<file path="src/rtl/core/mpe_pkg.sv">
package mpe_pkg;

    localparam int FRAC_BITS   = 6;
    localparam int SCREEN_MAX  = 1024;
    localparam int SHADE_COUNT = 10;

    localparam int PIX_W   = 10;
    localparam int SPAN_W  = 10;
    localparam int LIMIT_W = 16;
    localparam int CAP_W   = 4;
    localparam int SCR_W   = 11;
    localparam int GLYPH_W = 8;
    localparam int MAP_W   = PIX_W + SPAN_W;
    localparam int COORD_W = 22;
    localparam int PROD_W  = 2 * COORD_W;
    localparam int DCNT_W  = $clog2(MAP_W + 1);
    localparam int REM_W   = SCR_W + 1;

    localparam int ADDR_W  = 5;
    localparam int DATA_W  = 32;

    localparam logic [2:0] REG_X_SPAN       = 3'd0;
    localparam logic [2:0] REG_X_OFFSET     = 3'd1;
    localparam logic [2:0] REG_Y_SPAN       = 3'd2;
    localparam logic [2:0] REG_Y_OFFSET     = 3'd3;
    localparam logic [2:0] REG_ESCAPE_LIMIT = 3'd4;
    localparam logic [2:0] REG_ITER_CAP     = 3'd5;
    localparam logic [2:0] REG_SCREEN_COLS  = 3'd6;
    localparam logic [2:0] REG_SCREEN_ROWS  = 3'd7;

    typedef struct packed {
        logic [SPAN_W-1:0]  x_span;
        logic [SPAN_W-1:0]  x_offset;
        logic [SPAN_W-1:0]  y_span;
        logic [SPAN_W-1:0]  y_offset;
        logic [LIMIT_W-1:0] escape_limit;
        logic [CAP_W-1:0]   iteration_cap;
        logic [SCR_W-1:0]   screen_columns;
        logic [SCR_W-1:0]   screen_rows;
    } t_cfg;

    typedef struct packed {
        logic              go;
        logic [MAP_W-1:0]  dividend;
        logic [SCR_W-1:0]  divisor;
    } t_div_req;

    typedef struct packed {
        logic              done;
        logic [MAP_W-1:0]  quotient;
    } t_div_rsp;

    typedef enum logic [3:0] {
        S_IDLE,
        S_MAPX,
        S_DIVX,
        S_WAITX,
        S_MAPY,
        S_DIVY,
        S_WAITY,
        S_SQX,
        S_SQY,
        S_XY,
        S_UPD
    } t_state;

    function automatic logic [GLYPH_W-1:0] shade_glyph(input logic [CAP_W-1:0] idx);
        logic [GLYPH_W-1:0] g;
        case (idx)
            4'd0:    g = 8'h2E; // '.'
            4'd1:    g = 8'h2C; // ','
            4'd2:    g = 8'h5F; // '_'
            4'd3:    g = 8'h2D; // '-'
            4'd4:    g = 8'h2A; // '*'
            4'd5:    g = 8'h21; // '!'
            4'd6:    g = 8'h24; // '$'
            4'd7:    g = 8'h26; // '&'
            4'd8:    g = 8'h30; // '0'
            default: g = 8'h20; // ' '
        endcase
        return g;
    endfunction

endpackage

</file>
<file path="src/rtl/core/mpe_mul.sv">
// Shared signed multiplier, product registered.
module mpe_mul (
    input  logic                                i_clk,
    input  logic signed [mpe_pkg::COORD_W-1:0]  i_a,
    input  logic signed [mpe_pkg::COORD_W-1:0]  i_b,
    output logic signed [mpe_pkg::PROD_W-1:0]   o_p
);

    logic signed [mpe_pkg::PROD_W-1:0] r_p;

    always_ff @(posedge i_clk) begin
        r_p <= i_a * i_b;
    end

    assign o_p = r_p;

endmodule

</file>
<file path="src/rtl/core/mpe_div.sv">
// Restoring divider, one quotient bit per cycle.
module mpe_div (
    input  logic                i_clk,
    input  logic                i_rst_n,
    input  mpe_pkg::t_div_req   i_req,
    output mpe_pkg::t_div_rsp   o_rsp
);

    logic [mpe_pkg::REM_W-1:0]  r_rem;
    logic [mpe_pkg::MAP_W-1:0]  r_quo;
    logic [mpe_pkg::SCR_W-1:0]  r_div;
    logic [mpe_pkg::DCNT_W-1:0] r_cnt;
    logic                       r_busy;
    logic                       r_done;
    logic                       r_zero;

    logic [mpe_pkg::REM_W-1:0]  trial;
    logic                       fits;

    assign trial = {r_rem[mpe_pkg::REM_W-2:0], r_quo[mpe_pkg::MAP_W-1]};
    assign fits  = trial >= {1'b0, r_div};

    always_ff @(posedge i_clk) begin
        if (!i_rst_n) begin
            r_busy <= 1'b0;
            r_done <= 1'b0;
            r_cnt  <= '0;
        end else begin
            r_done <= r_busy && (r_cnt == mpe_pkg::DCNT_W'(1));
            if (i_req.go) begin
                r_busy <= 1'b1;
                r_cnt  <= mpe_pkg::DCNT_W'(mpe_pkg::MAP_W);
            end else if (r_busy) begin
                r_cnt <= r_cnt - mpe_pkg::DCNT_W'(1);
                if (r_cnt == mpe_pkg::DCNT_W'(1)) begin
                    r_busy <= 1'b0;
                end
            end
        end
    end

    always_ff @(posedge i_clk) begin
        if (i_req.go) begin
            r_rem  <= '0;
            r_quo  <= i_req.dividend;
            r_div  <= i_req.divisor;
            r_zero <= (i_req.divisor == '0);
        end else if (r_busy) begin
            r_rem <= fits ? (trial - {1'b0, r_div}) : trial;
            r_quo <= {r_quo[mpe_pkg::MAP_W-2:0], fits};
        end
    end

    // a zero divisor yields a zero quotient
    assign o_rsp.done     = r_done;
    assign o_rsp.quotient = r_zero ? '0 : r_quo;

endmodule

</file>
<file path="src/rtl/core/mpe_seq.sv">
// Pixel sequencer: coordinate mapping and the escape-time loop,
// driving one shared multiplier and one iterative divider.
module mpe_seq (
    input  logic                           i_clk,
    input  logic                           i_rst_n,
    input  mpe_pkg::t_cfg                  i_cfg,
    input  logic                           i_start,
    input  logic [mpe_pkg::PIX_W-1:0]      i_column,
    input  logic [mpe_pkg::PIX_W-1:0]      i_row,
    output logic                           o_busy,
    output logic                           o_strobe,
    output logic [mpe_pkg::CAP_W-1:0]      o_shade_index,
    output logic [mpe_pkg::GLYPH_W-1:0]    o_glyph
);

    localparam int CW = mpe_pkg::COORD_W;
    localparam int PW = mpe_pkg::PROD_W;

    mpe_pkg::t_state r_state, n_state;

    logic [mpe_pkg::PIX_W-1:0]   r_col, r_row;
    logic [mpe_pkg::CAP_W-1:0]   r_cap, n_cap;
    logic [mpe_pkg::CAP_W-1:0]   r_iter, n_iter;
    logic signed [CW-1:0]        r_x0, n_x0, r_y0, n_y0;
    logic signed [CW-1:0]        r_x, n_x, r_y, n_y;
    logic signed [PW-1:0]        r_xs, n_xs, r_ys, n_ys;
    logic                        r_esc, n_esc;
    logic                        r_strobe, n_strobe;
    logic [mpe_pkg::CAP_W-1:0]   r_shade, n_shade;

    logic signed [CW-1:0]        mul_a, mul_b;
    logic signed [PW-1:0]        mul_p;
    logic signed [PW-1:0]        p_sh;
    logic signed [PW-1:0]        mag;
    logic [mpe_pkg::SCR_W-1:0]   div_cols, div_rows;
    logic signed [CW-1:0]        q_coord;
    mpe_pkg::t_div_req           div_req;
    mpe_pkg::t_div_rsp           div_rsp;

    mpe_mul u_mul (
        .i_clk (i_clk),
        .i_a   (mul_a),
        .i_b   (mul_b),
        .o_p   (mul_p)
    );

    mpe_div u_div (
        .i_clk   (i_clk),
        .i_rst_n (i_rst_n),
        .i_req   (div_req),
        .o_rsp   (div_rsp)
    );

    assign p_sh = mul_p >>> mpe_pkg::FRAC_BITS;
    assign mag  = r_xs + p_sh;
    assign q_coord = $signed({{(CW - mpe_pkg::MAP_W){1'b0}}, div_rsp.quotient});

    // saturate divisors above the screen limit
    assign div_cols = (i_cfg.screen_columns > mpe_pkg::SCR_W'(mpe_pkg::SCREEN_MAX))
                    ? mpe_pkg::SCR_W'(mpe_pkg::SCREEN_MAX) : i_cfg.screen_columns;
    assign div_rows = (i_cfg.screen_rows > mpe_pkg::SCR_W'(mpe_pkg::SCREEN_MAX))
                    ? mpe_pkg::SCR_W'(mpe_pkg::SCREEN_MAX) : i_cfg.screen_rows;

    always_ff @(posedge i_clk) begin
        if (!i_rst_n) begin
            r_state  <= mpe_pkg::S_IDLE;
            r_strobe <= 1'b0;
        end else begin
            r_state  <= n_state;
            r_strobe <= n_strobe;
        end
    end

    always_ff @(posedge i_clk) begin
        if (r_state == mpe_pkg::S_IDLE && i_start) begin
            r_col <= i_column;
            r_row <= i_row;
        end
        r_cap   <= n_cap;
        r_iter  <= n_iter;
        r_x0    <= n_x0;
        r_y0    <= n_y0;
        r_x     <= n_x;
        r_y     <= n_y;
        r_xs    <= n_xs;
        r_ys    <= n_ys;
        r_esc   <= n_esc;
        r_shade <= n_shade;
    end

    always_comb begin
        n_state  = r_state;
        n_cap    = r_cap;
        n_iter   = r_iter;
        n_x0     = r_x0;
        n_y0     = r_y0;
        n_x      = r_x;
        n_y      = r_y;
        n_xs     = r_xs;
        n_ys     = r_ys;
        n_esc    = r_esc;
        n_shade  = r_shade;
        n_strobe = 1'b0;
        mul_a    = r_x;
        mul_b    = r_x;
        div_req.go       = 1'b0;
        div_req.dividend = mul_p[mpe_pkg::MAP_W-1:0];
        div_req.divisor  = div_cols;

        unique case (r_state)
            mpe_pkg::S_IDLE: begin
                if (i_start) begin
                    // clamp the cap to one .. table size
                    if (i_cfg.iteration_cap == '0) begin
                        n_cap = mpe_pkg::CAP_W'(1);
                    end else if (i_cfg.iteration_cap > mpe_pkg::CAP_W'(mpe_pkg::SHADE_COUNT)) begin
                        n_cap = mpe_pkg::CAP_W'(mpe_pkg::SHADE_COUNT);
                    end else begin
                        n_cap = i_cfg.iteration_cap;
                    end
                    n_state = mpe_pkg::S_MAPX;
                end
            end
            mpe_pkg::S_MAPX: begin
                mul_a   = $signed({{(CW - mpe_pkg::PIX_W){1'b0}}, r_col});
                mul_b   = $signed({{(CW - mpe_pkg::SPAN_W){1'b0}}, i_cfg.x_span});
                n_state = mpe_pkg::S_DIVX;
            end
            mpe_pkg::S_DIVX: begin
                div_req.go = 1'b1;
                n_state    = mpe_pkg::S_WAITX;
            end
            mpe_pkg::S_WAITX: begin
                if (div_rsp.done) begin
                    n_x0    = q_coord - $signed({{(CW - mpe_pkg::SPAN_W){1'b0}}, i_cfg.x_offset});
                    n_state = mpe_pkg::S_MAPY;
                end
            end
            mpe_pkg::S_MAPY: begin
                mul_a   = $signed({{(CW - mpe_pkg::PIX_W){1'b0}}, r_row});
                mul_b   = $signed({{(CW - mpe_pkg::SPAN_W){1'b0}}, i_cfg.y_span});
                n_state = mpe_pkg::S_DIVY;
            end
            mpe_pkg::S_DIVY: begin
                div_req.go      = 1'b1;
                div_req.divisor = div_rows;
                n_state         = mpe_pkg::S_WAITY;
            end
            mpe_pkg::S_WAITY: begin
                div_req.divisor = div_rows;
                if (div_rsp.done) begin
                    n_y0    = q_coord - $signed({{(CW - mpe_pkg::SPAN_W){1'b0}}, i_cfg.y_offset});
                    n_x     = '0;
                    n_y     = '0;
                    n_iter  = '0;
                    n_state = mpe_pkg::S_SQX;
                end
            end
            mpe_pkg::S_SQX: begin
                mul_a   = r_x;
                mul_b   = r_x;
                n_state = mpe_pkg::S_SQY;
            end
            mpe_pkg::S_SQY: begin
                n_xs    = p_sh;
                mul_a   = r_y;
                mul_b   = r_y;
                n_state = mpe_pkg::S_XY;
            end
            mpe_pkg::S_XY: begin
                n_ys    = p_sh;
                n_esc   = mag > $signed({{(PW - mpe_pkg::LIMIT_W){1'b0}}, i_cfg.escape_limit});
                mul_a   = r_x;
                mul_b   = r_y;
                n_state = mpe_pkg::S_UPD;
            end
            mpe_pkg::S_UPD: begin
                if (r_esc) begin
                    n_shade  = r_iter - mpe_pkg::CAP_W'(1);
                    n_strobe = 1'b1;
                    n_state  = mpe_pkg::S_IDLE;
                end else begin
                    n_x    = CW'(r_xs - r_ys + PW'(r_x0));
                    n_y    = CW'((p_sh <<< 1) + PW'(r_y0));
                    n_iter = r_iter + mpe_pkg::CAP_W'(1);
                    if (n_iter == r_cap) begin
                        n_shade  = r_iter;
                        n_strobe = 1'b1;
                        n_state  = mpe_pkg::S_IDLE;
                    end else begin
                        n_state = mpe_pkg::S_SQX;
                    end
                end
            end
            default: begin
                n_state = mpe_pkg::S_IDLE;
            end
        endcase
    end

    assign o_busy        = (r_state != mpe_pkg::S_IDLE);
    assign o_strobe      = r_strobe;
    assign o_shade_index = r_shade;
    assign o_glyph       = mpe_pkg::shade_glyph(r_shade);

endmodule

</file>
<file path="src/rtl/core/mandelbrot_pixel_escape.sv">
// Mandelbrot escape-time evaluator for one pixel at a time. Raise start with
// i_column/i_row while busy is low; the pixel is taken at that edge and busy
// stays high until the result shows. The result appears on o_shade_index and
// o_glyph for exactly one cycle with o_strobe high; there is no way to hold
// it, so the receiver must take it in that cycle. Busy stays high through
// the coordinate mapping (two 20-bit divisions, each a multiply state, a
// launch state and a wait on the bit-per-cycle divider) plus the states
// SQX, SQY, XY and UPD of each iteration through the single shared
// multiplier, at an iteration cap of ten at most. The strobe shows in the
// first cycle with busy low, and a new start is taken in that same cycle,
// so the next pixel can follow as soon as the last result shows.
// Registers sit on an APB port at byte addresses 4*i: x_span, x_offset,
// y_span, y_offset, escape_limit, iteration_cap, screen_columns, screen_rows;
// write them only while busy is low. A cap of zero acts as one, a cap above
// ten as ten; a screen size of zero maps every pixel to the offset edge, one
// above 1024 acts as 1024.
module mandelbrot_pixel_escape (
    input  logic                           i_clk,
    input  logic                           i_rst_n,
    // configuration
    input  logic                           psel,
    input  logic                           penable,
    input  logic                           pwrite,
    input  logic [mpe_pkg::ADDR_W-1:0]     paddr,
    input  logic [mpe_pkg::DATA_W-1:0]     pwdata,
    output logic [mpe_pkg::DATA_W-1:0]     prdata,
    output logic                           pready,
    // pixel command
    input  logic                           start,
    output logic                           busy,
    input  logic [mpe_pkg::PIX_W-1:0]      i_column,
    input  logic [mpe_pkg::PIX_W-1:0]      i_row,
    // result
    output logic                           o_strobe,
    output logic [mpe_pkg::CAP_W-1:0]      o_shade_index,
    output logic [mpe_pkg::GLYPH_W-1:0]    o_glyph
);

    mpe_pkg::t_cfg r_cfg;
    logic [2:0]    reg_idx;
    logic          wr_beat;

    assign pready  = 1'b1;
    assign reg_idx = paddr[mpe_pkg::ADDR_W-1:2];
    // a write beat completes in the access phase
    assign wr_beat = psel && penable && pwrite && pready;

    always_ff @(posedge i_clk) begin
        if (!i_rst_n) begin
            r_cfg.x_span         <= mpe_pkg::SPAN_W'(224);
            r_cfg.x_offset       <= mpe_pkg::SPAN_W'(160);
            r_cfg.y_span         <= mpe_pkg::SPAN_W'(128);
            r_cfg.y_offset       <= mpe_pkg::SPAN_W'(64);
            r_cfg.escape_limit   <= mpe_pkg::LIMIT_W'(512);
            r_cfg.iteration_cap  <= mpe_pkg::CAP_W'(10);
            r_cfg.screen_columns <= mpe_pkg::SCR_W'(80);
            r_cfg.screen_rows    <= mpe_pkg::SCR_W'(24);
        end else if (wr_beat) begin
            unique case (reg_idx)
                mpe_pkg::REG_X_SPAN:       r_cfg.x_span <= pwdata[mpe_pkg::SPAN_W-1:0];
                mpe_pkg::REG_X_OFFSET:     r_cfg.x_offset <= pwdata[mpe_pkg::SPAN_W-1:0];
                mpe_pkg::REG_Y_SPAN:       r_cfg.y_span <= pwdata[mpe_pkg::SPAN_W-1:0];
                mpe_pkg::REG_Y_OFFSET:     r_cfg.y_offset <= pwdata[mpe_pkg::SPAN_W-1:0];
                mpe_pkg::REG_ESCAPE_LIMIT: r_cfg.escape_limit <= pwdata[mpe_pkg::LIMIT_W-1:0];
                mpe_pkg::REG_ITER_CAP:     r_cfg.iteration_cap <= pwdata[mpe_pkg::CAP_W-1:0];
                mpe_pkg::REG_SCREEN_COLS:  r_cfg.screen_columns <= pwdata[mpe_pkg::SCR_W-1:0];
                mpe_pkg::REG_SCREEN_ROWS:  r_cfg.screen_rows <= pwdata[mpe_pkg::SCR_W-1:0];
                default: begin
                end
            endcase
        end
    end

    // read back, zero-extended to the bus
    always_comb begin
        unique case (reg_idx)
            mpe_pkg::REG_X_SPAN:       prdata = mpe_pkg::DATA_W'(r_cfg.x_span);
            mpe_pkg::REG_X_OFFSET:     prdata = mpe_pkg::DATA_W'(r_cfg.x_offset);
            mpe_pkg::REG_Y_SPAN:       prdata = mpe_pkg::DATA_W'(r_cfg.y_span);
            mpe_pkg::REG_Y_OFFSET:     prdata = mpe_pkg::DATA_W'(r_cfg.y_offset);
            mpe_pkg::REG_ESCAPE_LIMIT: prdata = mpe_pkg::DATA_W'(r_cfg.escape_limit);
            mpe_pkg::REG_ITER_CAP:     prdata = mpe_pkg::DATA_W'(r_cfg.iteration_cap);
            mpe_pkg::REG_SCREEN_COLS:  prdata = mpe_pkg::DATA_W'(r_cfg.screen_columns);
            mpe_pkg::REG_SCREEN_ROWS:  prdata = mpe_pkg::DATA_W'(r_cfg.screen_rows);
            default:                   prdata = '0;
        endcase
    end

    mpe_seq u_seq (
        .i_clk         (i_clk),
        .i_rst_n       (i_rst_n),
        .i_cfg         (r_cfg),
        .i_start       (start),
        .i_column      (i_column),
        .i_row         (i_row),
        .o_busy        (busy),
        .o_strobe      (o_strobe),
        .o_shade_index (o_shade_index),
        .o_glyph       (o_glyph)
    );

endmodule

</file>
<file path="config.mk">
export PLATFORM = sky130hd
export DESIGN_NAME = mandelbrot_pixel_escape
export DESIGN_NICKNAME = d
export VERILOG_FILES = /design/src/rtl/core/mpe_pkg.sv /design/src/rtl/core/mpe_mul.sv /design/src/rtl/core/mpe_div.sv /design/src/rtl/core/mpe_seq.sv /design/src/rtl/core/mandelbrot_pixel_escape.sv
export SDC_FILE = /design/constraint.sdc
export NUM_CORES = 2
export LEC_CHECK = 0
export ABC_AREA = 1
export BUFFER_PORTS_ARGS = -buffer_cell sky130_fd_sc_hd__buf_2
export CAP_MARGIN = 20
export CELL_PAD_IN_SITES_DETAIL_PLACEMENT = 1
export CELL_PAD_IN_SITES_GLOBAL_PLACEMENT = 2
export CORE_ASPECT_RATIO = 0.6
export CORE_MARGIN = 2
export CORE_UTILIZATION = 39
export DETAILED_ROUTE_END_ITERATION = 8
export GPL_TIMING_DRIVEN = 0
export HOLD_SLACK_MARGIN = 0.03
export MAX_ROUTING_LAYER = met4
export PLACE_DENSITY_LB_ADDON = 0.1
export SYNTH_ARGS = -nofsm -noshare
export SYNTH_HDL_FRONTEND = slang
export SYNTH_HIERARCHICAL = 1
export SYNTH_SLANG_ARGS = --single-unit
</file>
<file path="constraint.sdc">
create_clock -name i_clk -period 11.1 [get_ports i_clk]
set_input_delay 0.555 -clock i_clk [delete_from_list [all_inputs] [get_ports i_clk]]
set_output_delay 0.555 -clock i_clk [all_outputs]
set_load 0.005 [all_outputs]
</file>
==> out/summary.txt <==
Outcome: completed
Min-delay src: i_row[5]
Resize count post-CTS: 0
Final setup viols: 0
Worst slew margin: 19.2%
Post-synthesis mux area share: 0%
Cells on Worst Hold Path: 1
Critical path type: reg2reg
CP Capture Type: flip-flop
Largest area contributor in the netlist: fa_1
Vias per cell: 5.26
Die area: 110000 µm²
Startpoint type of the worst setup path: flip-flop
Hold Buf Count CTS: 0
Antenna Cells: 0
Largest net degree at the start of global routing: 32
Root buffer cell: clkbuf_16
Async SR Flop Fraction: 0%
Worst hold slack: 0.145 ns
Drt total wl: 179 mm
Max incr delay on CP: 0.94 ns
Mapped Cells: 5466
Layout net count: 6463
Number of cell rows: 93
Max-Cap Viols: 0
TritonRoute pass-1 iters: 5
Clk_skew: 0.0157 ns
Vias in the first global route: 36300
Simple-gate share of the synthesized area: 21.7%
Count leader, synth: nand2_1
Post-synth cell types: 66
Post-synth EDFFs: 211
P&R area growth vs syn: 8.83%
Die H: 258 µm
Warnings from Yosys: 6
Worst Tran Pin Value: 1.21 ns
CP required: 11.56 ns
Hold WC Path Type: in2reg
Initial core utilization: 39.2%
Routed wire per std cell: 25.4 µm
Top post-synthesis cells by area: fa_1 25%, edfxtp_1 15%, nand2_1 12%
Fin crit period: 10.76 ns
H-Tree Depth: 2
Final Cell Area: 45700 µm²
Ys flop type: edfxtp_1
Clock transition at path regs: 0.07 ns
GPL Wtd Cong: 1.03
Worst EP arrival: 11.22 ns
Clock sinks: 367
TritonCTS clock tree: yes
FF-to-FF setup slack: 0.34 ns
RR Startpoint: u_seq/r_state[0]$_SDFFE_PN0P_
Synth Register Bits: 367
Post-Syn Area: 42000 µm²
Max Root-Sink Buffers: 3
DRT iter0 DRCs: 4434
First-pass GRT wire length: 259 mm
Layout cells sized above 1: 5.43%
IO Count: 110
Via count: 37100
Final Hold Vio Count: 0
Post-DRT Antenna Nets: 0
Seq/Total Area, Yosys: 22.5%
RSZ-0062 raised after global routing: false
Synth Area in Adders: 33.1%
Reg2reg path depth: 33
Avg Cell Area, Syn: 7.69 µm²
Grt total ovfl: 0
Core Region: 107000 µm²
Die width: 428 µm
Complex-gate fraction of the synthesized area: 6.46%
GRT Resource Usage Total: 33.6%
Min-Delay Endpoint: u_seq/r_row[5]$_DFFE_PP_
Synth top cells by count: 1349 x nand2_1, 1344 x inv_1, 527 x fa_1
Share of the synthesized area in the top cell type: 25.1%
TritonCTS Buffers: 39
Worst skew pair latency: 0.58 ns
Port bufs: 69
Final period utilization: 96.9%
Post-synthesis xor/xnor area fraction: 2.06%
Worst-path fanout max: 31
Placed Area: 44400 µm²
Cell mode on critical path: fa_1
Post-CTS setup buffers: 0
Slowest CP cell: o22ai_1
DRC errors left: 0
Fmax: 0.0930 GHz
Largest family of logic cells by synthesized area: adder cells
Post-DP HPWL: 156 mm
RR Endpoint: u_seq/u_mul/o_p[33]$_DFF_P_
Slew Limit Fails: 0
Initial antenna violation count: 8
[metal layers]
layer | vias up | GRT usage (%) | routed length, µm
met5 | - | - | 0
met4 | 0 | 2.58 | 1190
met2 | 1563 | 36.2 | 58300
met3 | 83 | 10.4 | 23000
met1 | 18800 | 58.4 | 97000
li1 | 16700 | - | -
[area by class of cell]
cell class                      count  area [µm²]
Inverter                         1367        5130
Sequential cell                   367        9460
Fill cell                       13300       61300
Tap cell                         1425        1780
Multi-Input combinational cell   3576       26700
Clock inverter                     14         200
Buffer                            171         808
Timing Repair Buffer               82         517
Clock buffer                       57        1110
[placed cells by master, fill, tap and decap left out, types with 8 or more instances in the layout]
cell | synthesis | final
nand3_2 | 12 | 12
clkbuf_1 | 118 | 129
clkbuf_16 | 0 | 41
o21ai_2 | 9 | 10
o21a_1 | 13 | 13
dfxtp_1 | 156 | 156
xor2_1 | 71 | 71
o21bai_1 | 11 | 11
o2111ai_1 | 15 | 15
edfxtp_1 | 211 | 211
nand2_2 | 21 | 21
nor2_1 | 447 | 443
nand4_1 | 80 | 80
inv_2 | 18 | 18
conb_1 | 3 | 18
or2_2 | 11 | 11
a21oi_1 | 174 | 174
a21o_1 | 8 | 8
ha_1 | 269 | 269
nor3_1 | 31 | 31
nor4_1 | 13 | 13
nor2_4 | 9 | 10
inv_1 | 1344 | 1344
fa_1 | 527 | 527
nand3_1 | 173 | 173
o21ai_0 | 149 | 146
nor2_2 | 16 | 19
nand2_1 | 1349 | 1349
buf_2 | 16 | 85
buf_4 | 26 | 30
nand3b_1 | 11 | 11
xnor2_1 | 28 | 28
o21ai_1 | 24 | 26
o22ai_1 | 25 | 23
[flip-flops by register name (all words and copies together), names as in the netlist, 4 cells and up]
| signal | count |
|---|---|
| u_seq/r_x0 | 21 |
| u_seq/u_div/r_cnt | 5 |
| u_seq/r_ys | 22 |
| u_seq/r_xs | 38 |
| u_seq/r_col | 10 |
| u_seq/u_div/r_rem | 11 |
| u_seq/r_row | 10 |
| u_seq/u_mul/o_p | 44 |
| u_seq/r_iter | 4 |
| r_cfg | 82 |
| u_seq/r_y | 22 |
| u_seq/o_glyph | 7 |
| u_seq/r_y0 | 21 |
| u_seq/u_div/r_div | 11 |
| u_seq/o_shade_index | 4 |
| u_seq/r_state | 4 |
| u_seq/r_cap | 4 |
| u_seq/u_div/r_quo | 20 |
| u_seq/r_x | 22 |
[metrics by stage]
stage	util [%]	TNS (ns)	cells	setup slack, ns
detailed placement	41.5	0	6986	0.595
CTS	42.7	0	7057	0.529
finish	42.7	0	7059	0.343
global placement	41.3	-10.08	6975	-0.649
global route	42.7	0	7059	0.130
floorplan	-	0	5481	2.75
[kinds of logic (layout without fill, tap and decap cells)]
group,count (synthesis),in the layout
adder cells (fa/ha/maj),797,797
buffers and inverters,1538,1691
flip-flops,367,367
other,3,18
AND/OR/NAND/NOR,2190,2190
XOR/XNOR,99,99
AO/OA/AOI/OAI,472,472
[worst max-delay path by stage]
stage                                        startpoint                          end  slack [ns]  cells after the start
after global placement    u_seq/r_state[3]$_SDFFE_PN0P_  u_seq/u_mul/o_p[33]$_DFF_P_       -0.65                     32
after global routing      u_seq/r_state[0]$_SDFFE_PN0P_  u_seq/u_mul/o_p[33]$_DFF_P_        0.13                     35
after detailed placement  u_seq/r_state[0]$_SDFFE_PN0P_  u_seq/u_mul/o_p[33]$_DFF_P_        0.59                     35
after floorplan           u_seq/r_state[3]$_SDFFE_PN0P_  u_seq/u_mul/o_p[43]$_DFF_P_        2.75                     31
final                     u_seq/r_state[0]$_SDFFE_PN0P_  u_seq/u_mul/o_p[33]$_DFF_P_        0.34                     33
after CTS                 u_seq/r_state[0]$_SDFFE_PN0P_  u_seq/u_mul/o_p[33]$_DFF_P_        0.53                     35
[critical path, delay by kind of cell (launching register included)]
family | cells | cell delay, ns
adders and majority gates | 8 | 4.26
buffers and inverters | 11 | 2.72
AOI/OAI and AO/OA | 3 | 1.69
and+or+nand+nor | 11 | 1.59
DFF | 1 | 0.31
Power is not shown: default switching activity piles up to over one toggle a cycle in this logic, so the estimate is an artifact.
